`config.mk`:
```
export PLATFORM = sky130hd
export DESIGN_NAME = nnis_divider
export DESIGN_NICKNAME = d
export VERILOG_FILES = /design/src/design/nnis_divider.sv
export SDC_FILE = /design/constraint.sdc
export NUM_CORES = 1
export LEC_CHECK = 0
export ABC_CLOCK_PERIOD_IN_PS = 9310
export BUFFER_PORTS_ARGS = -buffer_cell sky130_fd_sc_hd__buf_4
export CAP_MARGIN = 20
export CORE_UTILIZATION = 40
export DETAILED_ROUTE_END_ITERATION = 10
export GPL_TIMING_DRIVEN = 0
export PLACE_DENSITY = 0.66
export SYNTH_ARGS = -nofsm -noshare
export SYNTH_HDL_FRONTEND = slang
export SYNTH_SLANG_ARGS = --single-unit
```
`constraint.sdc`:
```
create_clock -name clk -period 9.31 [get_ports clk]
set_clock_uncertainty 0.05 [all_clocks]
set_input_delay 1.3965 -clock clk [delete_from_list [all_inputs] [get_ports clk]]
set_output_delay 1.3965 -clock clk [all_outputs]
set_load 0.05 [all_outputs]
```
`src/design/nnis_divider.sv`:
```
// Pipelined restoring divider: quotient = num / den, one quotient bit a stage.
module nnis_divider #(
	parameter int NumW = 21,
	parameter int DenW = 11,
	parameter int TagW = 8
) (
	input  logic            clk,
	input  logic            en,
	input  logic [NumW-1:0] num,
	input  logic [DenW-1:0] den,
	input  logic [TagW-1:0] tag,
	output logic [NumW-1:0] quo,
	output logic [TagW-1:0] tag_out
);
	logic [DenW:0]   rem_q [NumW+1];
	logic [NumW-1:0] num_q [NumW+1];
	logic [DenW-1:0] den_q [NumW+1];
	logic [TagW-1:0] tag_q [NumW+1];

	always_comb begin
		rem_q[0] = '0;
		num_q[0] = num;
		den_q[0] = den;
		tag_q[0] = tag;
	end

	for (genvar i = 0; i < NumW; i++) begin : g_stage
		logic [DenW+1:0] trial;
		logic [DenW:0]   rem_n;
		always_comb begin
			trial = {rem_q[i], num_q[i][NumW-1]} - {2'b00, den_q[i]};
			rem_n = trial[DenW+1] ? {rem_q[i][DenW-1:0], num_q[i][NumW-1]} : trial[DenW:0];
		end
		always_ff @(posedge clk) begin
			if (en) begin
				rem_q[i+1] <= rem_n;
				num_q[i+1] <= {num_q[i][NumW-2:0], ~trial[DenW+1]};
				den_q[i+1] <= den_q[i];
				tag_q[i+1] <= tag_q[i];
			end
		end
	end

	assign quo     = num_q[NumW];
	assign tag_out = tag_q[NumW];
endmodule

```
=== Yosys cells after proc, flatten, opt, wreduce, memory -nomap -nowiden ===
Cells that the tools add are included.

* Logic and storage cells: 145
* Output and inout port bits: 29
* Bits of input ports: 42
* Register bits after elaboration: 1069

* Bitwise logic cells: 21
* Muxes and demuxes: 20
* Add/sub/neg operators: 21

{| class="wikitable"
|+ Operator list
! cell !! count
|-
| subtractor 13 x 11 -> 13 bit || 20
|-
| 2-to-1 mux 12 bit || 19
|-
| NOT 1 bit || 21
|-
| subtractor 1 x 11 -> 12 bit || 1
|-
| 2-to-1 mux 1 bit || 1
|}

=== Longest topological paths before layout ===
Gate-level depths: netlist of run 1.

* Word-level depth: 2
* Gate-level depth with buffers: 13
* Depth with buffers taken out: 12

=== Worst setup path after synthesis of run 1 ===
No wires, ideal clock.

* Path kind: reg-to-reg
* Start: register num_q[62] (netlist name)
* End: register rem_q[15] (netlist name), data pin
* Clock period less this slack: 2.977 ns
* Setup slack: 6.333 ns
* Data required time: 9.000 ns
* Cell stages (with the launch flop): 13
* Arrival time: 2.667 ns
* Library setup time: 0.260 ns
* Path buffers: 1
* Cells stage by stage: edfxtp_1 inv_1 ha_1 inv_1 fa_1 a21o_1 and3_1 o31ai_2 a21oi_1 a31o_2 a21oi_2 buf_6 mux2_2

* Longest elaborated chain between the ends: 2

{| class="wikitable"
|+ RTL lines
! what !! line !! RTL
|-
| from (decl) || 16 || <nowiki>logic [NumW-1:0] num_q [NumW+1];</nowiki>
|-
| from (signal, indexed assignment) || 37 || <nowiki>num_q[i+1] <= {num_q[i][NumW-2:0], ~trial[DenW+1]};</nowiki>
|-
| subtractor 13 x 11 -> 13 bit || 31 || <nowiki>trial = {rem_q[i], num_q[i][NumW-1]} - {2'b00, den_q[i]};</nowiki>
|-
| 2-to-1 mux 12 bit || 32 || <nowiki>rem_n = trial[DenW+1] ? {rem_q[i][DenW-1:0], num_q[i][NumW-1]} : trial[DenW:0];</nowiki>
|-
| named net g_stage[19].rem_n[3] || 29 || <nowiki>logic [DenW:0] rem_n;</nowiki>
|-
| to (signal, indexed assignment) || 36 || <nowiki>rem_q[i+1] <= rem_n;</nowiki>
|-
| to (decl) || 15 || <nowiki>logic [DenW:0] rem_q [NumW+1];</nowiki>
|}

The timed path passes the listed nets, and every way through them passes these cells.
A chain may end at the register's enable or synchronous reset.

=== Worst setup path in the final report of run 1 ===
* Start: input port en
* End: register num_q, in the netlist quo[16] (enable)

{| class="wikitable"
|+ RTL lines
! what !! line !! RTL
|-
| from (decl) || 8 || <nowiki>input logic en,</nowiki>
|}

No word-level cell between the ends.

==> flow_metrics.py, run 1 <==
metrics = {
    "finish": {
        "drive_above_1_share_pct": 14.8,
        "nets": 3400,
        "design_area_um2": 51600,
        "area_growth_pct": 13.8,
        "fillers": 9692,
        "n_antenna_cell": 0,
    },
    "synth": {
        "synth_fa_ha_area_share_pct": 6.93,
        "ys.flop_type": "edfxtp_1",
        "synthMuxAreaShare_pct": 3.15,
        "synth-simple-area-share_pct": 4.39,
        "synth_edf_count": 1069,
        "synth_top_family_by_area": "compound AO/OA/AOI/OAI gates",
        "yosys-top-cells-area": "edfxtp_1 (71%), ha_1 (6.1%), mux2_2 (2.7%)",
        "synth_compound_area_share_pct": 8.72,
        "synth_most_common_cell": "edfxtp_1",
        "synth_warnings": 0,
        "synthXorXnorAreaFrac_pct": 2.96,
        "synth_top_area_cell": "edfxtp_1",
        "syn_area_um2": 45400,
        "synth.top_cell.area_share_pct": 70.8,
        "ys_ff_latch": 1069,
        "ys_seq_area_share_pct": 70.8,
        "ys_top_cells_by_count": "edfxtp_1 (1,069), inv_1 (273), ha_1 (221)",
        "synth.distinct_cells": 69,
        "synthCells": 2919,
        "avgSynthCellArea_um2": 15.5,
        "async_flop_share_pct": 0,
    },
    "setup_path": {
        "worstSetupStartpointType": "input pin",
        "cp-end-kind": "flop",
        "crit_required_ns": 9.59,
        "path_class": "in -> reg",
        "arrival_ns": 4.19,
        "crit_path_max_fanout": 128,
    },
    "sta": {
        "fmax_mhz": 256,
        "layout_min_cycle_time_ns": 3.91,
        "tightest_slew_ns": 0.717,
        "finalSetupViolations": 0,
        "rsz0062_at_grt": "no",
        "period_share_pct": 42.0,
        "final_hold_viol_count": 0,
        "whs_ns": 0.351,
        "relSlewSlack_pct": 51.9,
        "maxSlewViolCount": 0,
    },
    "floorplanning": {
        "rows": 123,
        "initial_core_util_pct": 40.3,
        "die-width_um": 339,
        "coreArea_um2": 112000,
        "dieArea_um2": 115000,
        "io_pins": 71,
        "fp.dieH_um": 339,
    },
    "routing": {
        "wl_per_cell_um": 13.7,
        "drtIter0Drc": 1330,
        "drtPass1Iterations": 5,
        "drt-total-wl_mm": 64.3,
        "ant_nets": 0,
        "vias_per_cell": 4.79,
        "drcViolationCount": 0,
        "vias": 22600,
    },
    "placed_design": {
        "place.gp.congestion": 0.829,
        "hpwl_mm": 41.6,
        "place_area_um2": 48100,
        "numPortBuffers": 70,
    },
    "pwr": {
        "vdd_drop_max_v": 0.000174,
        "power_density_nw_per_um2": 320,
        "p_leak_nw": 19.4,
    },
    "clock_network": {
        "cts.sinks": 1069,
        "cts_root_buffer": "clkbuf_16",
        "ctsHoldBuffers": 0,
        "numCtsBuffers": 113,
        "cts_setup_buffers": 0,
        "cts_max_level": 3,
        "cts_tree": "done",
        "cts_resized": 0,
        "clkSlewWorstSetupHoldPaths_ns": 0.06,
        "insertion_delay_ns": 0.68,
        "max-clock-path-buffers": 3,
    },
    "global_route": {
        "grt_pass1_vias": 22300,
        "grt_pass1_wl_mm": 107,
        "grt_start_max_net_pins": 136,
        "grt_usage_pct": 11.2,
        "overflow": 0,
        "grt_antenna_before_repair": 0,
    },
    "worst_hold_path": {
        "hp-class": "reg -> reg",
    },
    "job": {
        "drv_cap": 0,
    },
    "run_status": {
        "status": "finished, final reports clean",
    },
}
layer usage:
layer  track usage, %  part of all wire [%]  wire length (um)
met2             19.1                    48             31100
met3             2.39                   4.2              2670
met4             4.86                   2.9              1860
met5                0                     0                 0
met1             13.8                    45             28700
where the power goes:
part / internal, W / switching, W
Combinational: 0.00253 / 0.00274
Sequential: 0.00655 / 0.000404
Clock: 0.00250 / 0.00180
Total: 0.0116 / 0.00494
kinds of logic (layout without fill, tap and decap cells):
kind of cell,after synthesis,after routing
compound gates,600,600
xor+xnor,142,142
fa+ha+maj,240,240
buf+inv,326,612
flops,1069,1069
mux,126,126
other cells,1,5
simple gates,415,415
critical path: stages:
cell and delay (ns):
buf_8 0.29, buf_16 0.39, buf_16 0.51, buf_16 0.38, buf_16 0.47, buf_16 0.40
sequential cells by signal, summed over array words and instances, names as in the netlist:
signal,flops
quo,21
tag_out,8
num_q,420
den_q,220
rem_q,240
tag_q,160
path summary, 6_finish.rpt:
kind / from / end / slack [ns] / cells after the start
worst max register to register: den_q[143] / rem_q[144] / 5.73 / 11
worst min-delay path: num_q[244] / num_q[224] / 0.35 / 0
worst min register to register: num_q[244] / num_q[224] / 0.35 / 0
worst max-delay path: en / quo[16] / 5.40 / 6
stage by stage:
step	utilization (%)	total power (W)	setup WS, ns	std cells	setup TNS, ns
floorplan	-	0.0111	6.33	2923	0
global placement	42.5	0.0122	-2.61	4493	-2518.28
global route	45.9	0.0176	5.10	4709	0
CTS	45.9	0.0167	5.32	4709	0
finish	45.9	0.0165	5.40	4709	0
detailed placement	42.7	0.0123	4.56	4503	0
placed cells by master, fill, tap and decap left out, drive strengths merged, types with 43 or more instances in the layout:
cell type  Yosys  final
a21oi        151    151
o21ai        130    130
nand2         75     75
a21o          73     73
clkinv         0     43
nor2b         61     61
ha           221    221
buf           50    130
edfxtp      1069   1069
o21a          49     49
inv          273    280
clkbuf         3    146
mux2         115    115
xnor2        109    109
nor2         144    144
final cells by class:
type | instances | area [um2] | share of cell area, %
well taps | 1500 | 1880 | 3.64
inverters | 273 | 1020 | 1.99
flip-flops and latches | 1069 | 32100 | 62.2
repair buffers | 80 | 808 | 1.57
clock buffers | 143 | 2960 | 5.74
plain buffers | 53 | 369 | 0.715
clock inverters | 63 | 597 | 1.16
multi-input cells | 1528 | 11900 | 23.0
Power figures use the tool's default switching activity.
==> run 2: changes to the inputs <==
ABC_AREA = 1   (was not set)
ABC_CLOCK_PERIOD_IN_PS = 3700   (was 9310)
clock period = 3.7 ns   (was 9.31 ns; I/O delays follow)
==> flow_metrics.py, run 2 <==
metrics = {
    "routing": {
        "wl_per_cell_um": 14.5,
        "drtIter0Drc": 2600,
        "drcViolationCount": 0,
        "ant_nets": 0,
        "vias": 32600,
        "drt-total-wl_mm": 99.6,
        "vias_per_cell": 4.75,
        "drtPass1Iterations": 6,
    },
    "pwr": {
        "vdd_drop_max_v": 0.000448,
        "finalPower_w": 0.0450,
        "p_leak_nw": 26.7,
        "power_density_nw_per_um2": 776,
    },
    "finish": {
        "largest_reg_flops": 420,
        "area_growth_pct": 14.0,
        "top_regs": "num_q x420, rem_q x240, den_q x220",
        "layout_commonest_cell": "nand2_1",
        "design_area_um2": 58100,
        "regMostFlops": "num_q",
        "drive_above_1_share_pct": 7.94,
        "nets": 5411,
        "final_cell_mix": "nand2_1 (1,582), edfxtp_1 (1,069), inv_1 (863)",
        "n_antenna_cell": 0,
    },
    "setup_path": {
        "cp-end-kind": "flop",
        "crit_cells": 10,
        "reg2reg_depth": 10,
        "cp_common_cell": "nand3_1",
        "arrival_ns": 3.14,
        "crit_path_top_delay_cell": "edfxtp_1",
        "path_class": "reg -> reg",
        "worstSetupStartpointType": "flop",
        "crit_buf_inv": 2,
        "crit_family": "simple AND/OR/NAND/NOR gates",
        "cpPeakStageDelay_ns": 0.46,
        "crit_path_max_fanout": 7,
        "crit_chain": "inv_1 > ha_1 > inv_1 > fa_1 > nand3_1 > nand3_1 > nand3_1 > nand4_1 > nand3_1 > nand2_1",
        "crit_required_ns": 4.11,
    },
    "sta": {
        "maxSlewViolCount": 0,
        "finalSetupViolations": 0,
        "final_hold_viol_count": 0,
        "relSlewSlack_pct": 50.9,
        "layout_min_cycle_time_ns": 2.72,
        "setup_ws_ns": 0.979,
        "rsz0062_at_grt": "no",
        "tightest_slew_ns": 0.737,
        "fmax_mhz": 367,
        "period_share_pct": 73.6,
    },
    "clock_network": {
        "insertion_delay_ns": 0.74,
        "cts.sinks": 1069,
        "cts_tree": "done",
        "cts_resized": 0,
        "cts_root_buffer": "clkbuf_16",
        "numCtsBuffers": 114,
        "max-clock-path-buffers": 3,
        "cts_max_level": 3,
        "clkSlewWorstSetupHoldPaths_ns": 0.06,
    },
    "global_route": {
        "grt_pass1_vias": 31100,
        "overflow": 0,
        "grt_start_max_net_pins": 135,
        "grt_usage_pct": 15.6,
        "grt_pass1_wl_mm": 160,
        "grt_antenna_before_repair": 0,
    },
    "synth": {
        "avgSynthCellArea_um2": 10.4,
        "ys.flop_type": "edfxtp_1",
        "syn_area_um2": 50900,
        "synth.distinct_cells": 22,
        "synth_warnings": 0,
        "synthCells": 4890,
        "ys_seq_area_share_pct": 63.1,
        "ys_top_cells_by_count": "nand2_1 (1,582), edfxtp_1 (1,069), inv_1 (863)",
        "synth.top_cell.area_share_pct": 63.1,
        "synth_most_common_cell": "nand2_1",
        "synth_top_area_cell": "edfxtp_1",
        "ys_ff_latch": 1069,
        "synth_edf_count": 1069,
        "yosys-top-cells-area": "edfxtp_1 (63%), nand2_1 (12%), inv_1 (6.4%)",
        "async_flop_share_pct": 0,
    },
    "placed_design": {
        "pre_cts_slack_ns": 0.438,
        "hpwl_mm": 70.8,
        "numPortBuffers": 70,
        "place.gp.congestion": 0.867,
        "place_area_um2": 53800,
    },
    "floorplanning": {
        "initial_core_util_pct": 40.4,
        "dieArea_um2": 129000,
        "fp.dieH_um": 359,
        "io_pins": 71,
        "coreArea_um2": 126000,
        "die-width_um": 359,
        "rows": 130,
    },
    "worst_hold_path": {
        "min_path_cells": 1,
        "hp-class": "in -> reg",
    },
    "run_status": {
        "status": "finished, final reports clean",
    },
    "job": {
        "drv_cap": 0,
    },
}
## run 2: changes by cell type after synthesis, sizes merged, moves of 32 or more
| cell | change |
|---|---|
| a21oi | -70 |
| nor2b | -61 |
| inv | +594 |
| xor2 | +32 |
| xnor2 | -109 |
| mux2 | -115 |
| nand2 | +1545 |
| o21ai | -126 |
| o21a | -49 |
| nand4 | +94 |
| a211oi | -42 |
| nand3 | +607 |
| a21o | -73 |
## run 2: cell type report
cell class | count | area, um2
clock buffers | 132 | 2920
repair buffers | 119 | 1180
fillers | 11700 | 67800
clock inverters | 82 | 961
well taps | 1650 | 2060
inverters | 867 | 3250
flip-flops and latches | 1069 | 32100
plain buffers | 67 | 604
multi-input cells | 2891 | 15000
## run 2: final timing paths
kind	start	end	slack (ns)
worst max-delay path	num_q[188]	rem_q[92]	0.98
worst min-delay path	en	num_q[425]	0.31
worst max register to register	num_q[188]	rem_q[92]	0.98
worst min register to register	tag_q[9]	tag_out[1]	0.35
## run 2: kinds of logic after synthesis
| logic type | share of synthesized area (%) |
|---|---|
| other | 0.00737 |
| adder cells (fa/ha/maj) | 6.18 |
| AND/OR/NAND/NOR | 21.2 |
| XOR/XNOR | 1.12 |
| flip-flops | 63.1 |
| AO/OA/AOI/OAI | 0.836 |
| buffers and inverters | 7.58 |
## run 2: where the power goes
| part | internal [W] | switching (W) | total, W |
|---|---|---|---|
| combinational | 0.00554 | 0.0103 | 0.0158 |
| clock | 0.00677 | 0.00484 | 0.0116 |
| sequential | 0.0162 | 0.00133 | 0.0176 |
## run 2: layer usage
metal	part of all wire (%)	wire, um	vias to the layer above	track usage, %
met3	4.4	4380	147	2.27
li1	-	-	16700	-
met4	2.3	2310	0	5.16
met2	46	45500	675	25.0
met5	0	0	-	0
met1	48	47400	15200	21.7
## run 2: metrics by stage
stage,cells,hold WS [ns],setup TNS [ns],util (%)
after floorplan,4894,0.350,0,-
after CTS,6877,0.262,0,46.1
after detailed placement,6623,0.355,0,42.7
after global routing,6877,0.314,0,46.1
final,6877,0.309,0,46.1
after global placement,6614,0.350,-7620.07,42.5
## run 2: timing repair
action                                 CTS  global route
setup buffers                            0             0
hold buffers                            40             0
endpoints found under the hold margin   40             0
==> run 3: changes to the inputs <==
ABC_AREA = 0   (was 1)
ABC_CLOCK_PERIOD_IN_PS = 2300   (was 3700)
PLACE_DENSITY = 0.68   (was 0.66)
clock period = 2.3 ns   (was 3.7 ns; I/O delays follow)
==> flow_metrics.py, run 3 (synthesized netlist as in run 1, its figures left out) <==
metrics = {
    "clock_network": {
        "cts_max_level": 3,
        "numCtsBuffers": 114,
        "cts.sinks": 1069,
        "cts_root_buffer": "clkbuf_16",
        "insertion_delay_ns": 0.70,
        "clkSlewWorstSetupHoldPaths_ns": 0.06,
        "cts_tree": "done",
        "max-clock-path-buffers": 3,
    },
    "routing": {
        "vias": 24000,
        "vias_per_cell": 4.87,
        "drtPass1Iterations": 5,
        "wl_per_cell_um": 15.2,
        "drcViolationCount": 0,
        "drt-total-wl_mm": 74.7,
        "ant_nets": 0,
        "drtIter0Drc": 1051,
    },
    "setup_path": {
        "reg2reg_depth": 13,
        "crit_path_top_delay_cell": "edfxtp_1",
        "crit_path_max_fanout": 5,
        "r2r-end": "rem_q[105]",
        "crit_required_ns": 2.70,
        "crit_chain": "inv_2 > ha_4 > inv_2 > fa_2 > a21o_1 > and3_4 > o31ai_4 > a21oi_4 > a31o_4 > a21oi_4 > buf_6 > buf_12 > mux2_4",
        "arrival_ns": 3.48,
        "reg2reg_slack_ns": -0.77,
        "worstSetupStartpointType": "flop",
        "path_class": "reg -> reg",
        "cpPeakStageDelay_ns": 0.38,
        "rr_startpoint": "num_q[209]",
        "cp-end-kind": "flop",
        "cp-startpoint": "num_q[209]",
    },
    "finish": {
        "layout_commonest_cell": "edfxtp_1",
        "drive_above_1_share_pct": 26.8,
        "largest_reg_flops": 420,
        "n_antenna_cell": 0,
        "regMostFlops": "num_q",
        "top_regs": "num_q x420, rem_q x240, den_q x220",
        "stdcell_count": 4929,
        "area_growth_pct": 25.2,
        "design_area_um2": 56800,
        "final_cell_mix": "edfxtp_1 (1,069), inv_1 (241), ha_1 (199)",
        "nets": 3614,
    },
    "floorplanning": {
        "die-width_um": 339,
        "io_pins": 71,
        "initial_core_util_pct": 40.3,
        "coreArea_um2": 112000,
        "fp.dieH_um": 339,
        "rows": 123,
        "dieArea_um2": 115000,
    },
    "placed_design": {
        "place_area_um2": 49100,
        "post-place-cells": 4500,
        "place.gp.congestion": 0.855,
        "hpwl_mm": 43.6,
        "pre_cts_slack_ns": -1.27,
        "numPortBuffers": 70,
    },
    "sta": {
        "period_share_pct": 134,
        "maxSlewViolCount": 0,
        "final_hold_viol_count": 0,
        "fmax_mhz": 325,
        "setup_ws_ns": -0.775,
        "relSlewSlack_pct": 45.4,
        "finalSetupTns_ns": -114.62,
        "layout_min_cycle_time_ns": 3.07,
        "tightest_slew_ns": 0.820,
        "finalSetupViolations": 246,
        "whs_ns": 0.0347,
        "rsz0062_at_grt": "yes",
    },
    "run_status": {
        "violations": "negative setup slack",
        "status": "finished with violations",
    },
    "pwr": {
        "p_leak_nw": 21.6,
        "power_density_nw_per_um2": 1430,
        "vdd_drop_max_v": 0.000811,
    },
    "global_route": {
        "overflow": 0,
        "grt_start_max_net_pins": 155,
        "grt_pass1_wl_mm": 120,
        "grt_pass1_vias": 24600,
        "grt_usage_pct": 12.9,
        "grt_antenna_before_repair": 0,
    },
    "worst_hold_path": {
        "whs_endpoint": "tag_q[159]",
        "min_from": "en",
        "min_path_cells": 1,
        "hp-class": "in -> reg",
    },
    "job": {
        "drv_cap": 0,
    },
}
[run 3: changes by cell type in the layout (fill, tap and decap cells not counted), moves of 47 or more]
cell     previous run  this run
o21ai_0             4        80
mux2_4              0       115
a21oi_2             0        47
a21o_1              0        72
xnor2_1             0       107
inv_1             863       241
buf_4             109       191
nor2b_1             0        55
nand2_1          1582        73
o21a_1              0        49
nand4_1            80         1
nand3_1           614        26
[run 3: timing repair]
item | in CTS | in global routing
hold buffers | 40 | 0
buffers inserted | 113 | 40
pin swaps | 87 | 56
endpoints found under the hold margin | 40 | 0
resized for setup | 287 | 90
cloned | 30 | 1
setup endpoints to repair | 405 | 247
[run 3: worst max-delay path: cells and delay by family (launching register included)]
family / cells / cell delay [ns]
buffers and inverters: 4 / 0.40
adder cells (fa/ha/maj): 2 / 0.46
AND/OR/NAND/NOR: 1 / 0.20
AO/OA/AOI/OAI: 5 / 1.04
flip-flops: 1 / 0.38
multiplexers: 1 / 0.29
[run 3: through the flow]
step / util [%] / power [W]
after floorplan: - / 0.0481
after global placement: 43.4 / 0.0527
after detailed placement: 43.6 / 0.0532
after CTS: 50.0 / 0.0809
after global routing: 50.5 / 0.0854
final: 50.5 / 0.0810
[run 3: cell type report]
class	instances	area, um2
fill	9077	55700
sequential	1069	32100
tap	1500	1880
clock buffer	137	2980
inverter	273	1030
buffer	53	588
timing repair buffer	293	3320
multi-input combinational	1528	14100
clock inverter	76	798
[run 3: per-layer routing]
metal,track usage (%),up-vias,share of wire (%)
met4,6.04,0,3.8
li1,-,11800,-
met3,2.73,188,3.7
met5,0,-,0
met2,24.6,324,55
met1,13.2,11700,38
[run 3: worst max path at each step]
stage	endpoint	slack [ns]
finish	rem_q[105]	-0.77
detailed placement	quo[10]	-1.27
CTS	rem_q[99]	-0.85
global placement	quo[12]	-8.57
global route	rem_q[118]	-0.87
floorplan	rem_q[112]	-0.50
[run 3: report_power, final]
part           total, W  switching [W]  internal [W]
sequential       0.0284        0.00192        0.0265
clock            0.0183        0.00760        0.0107
combinational    0.0342         0.0155        0.0187
total            0.0810         0.0250        0.0560
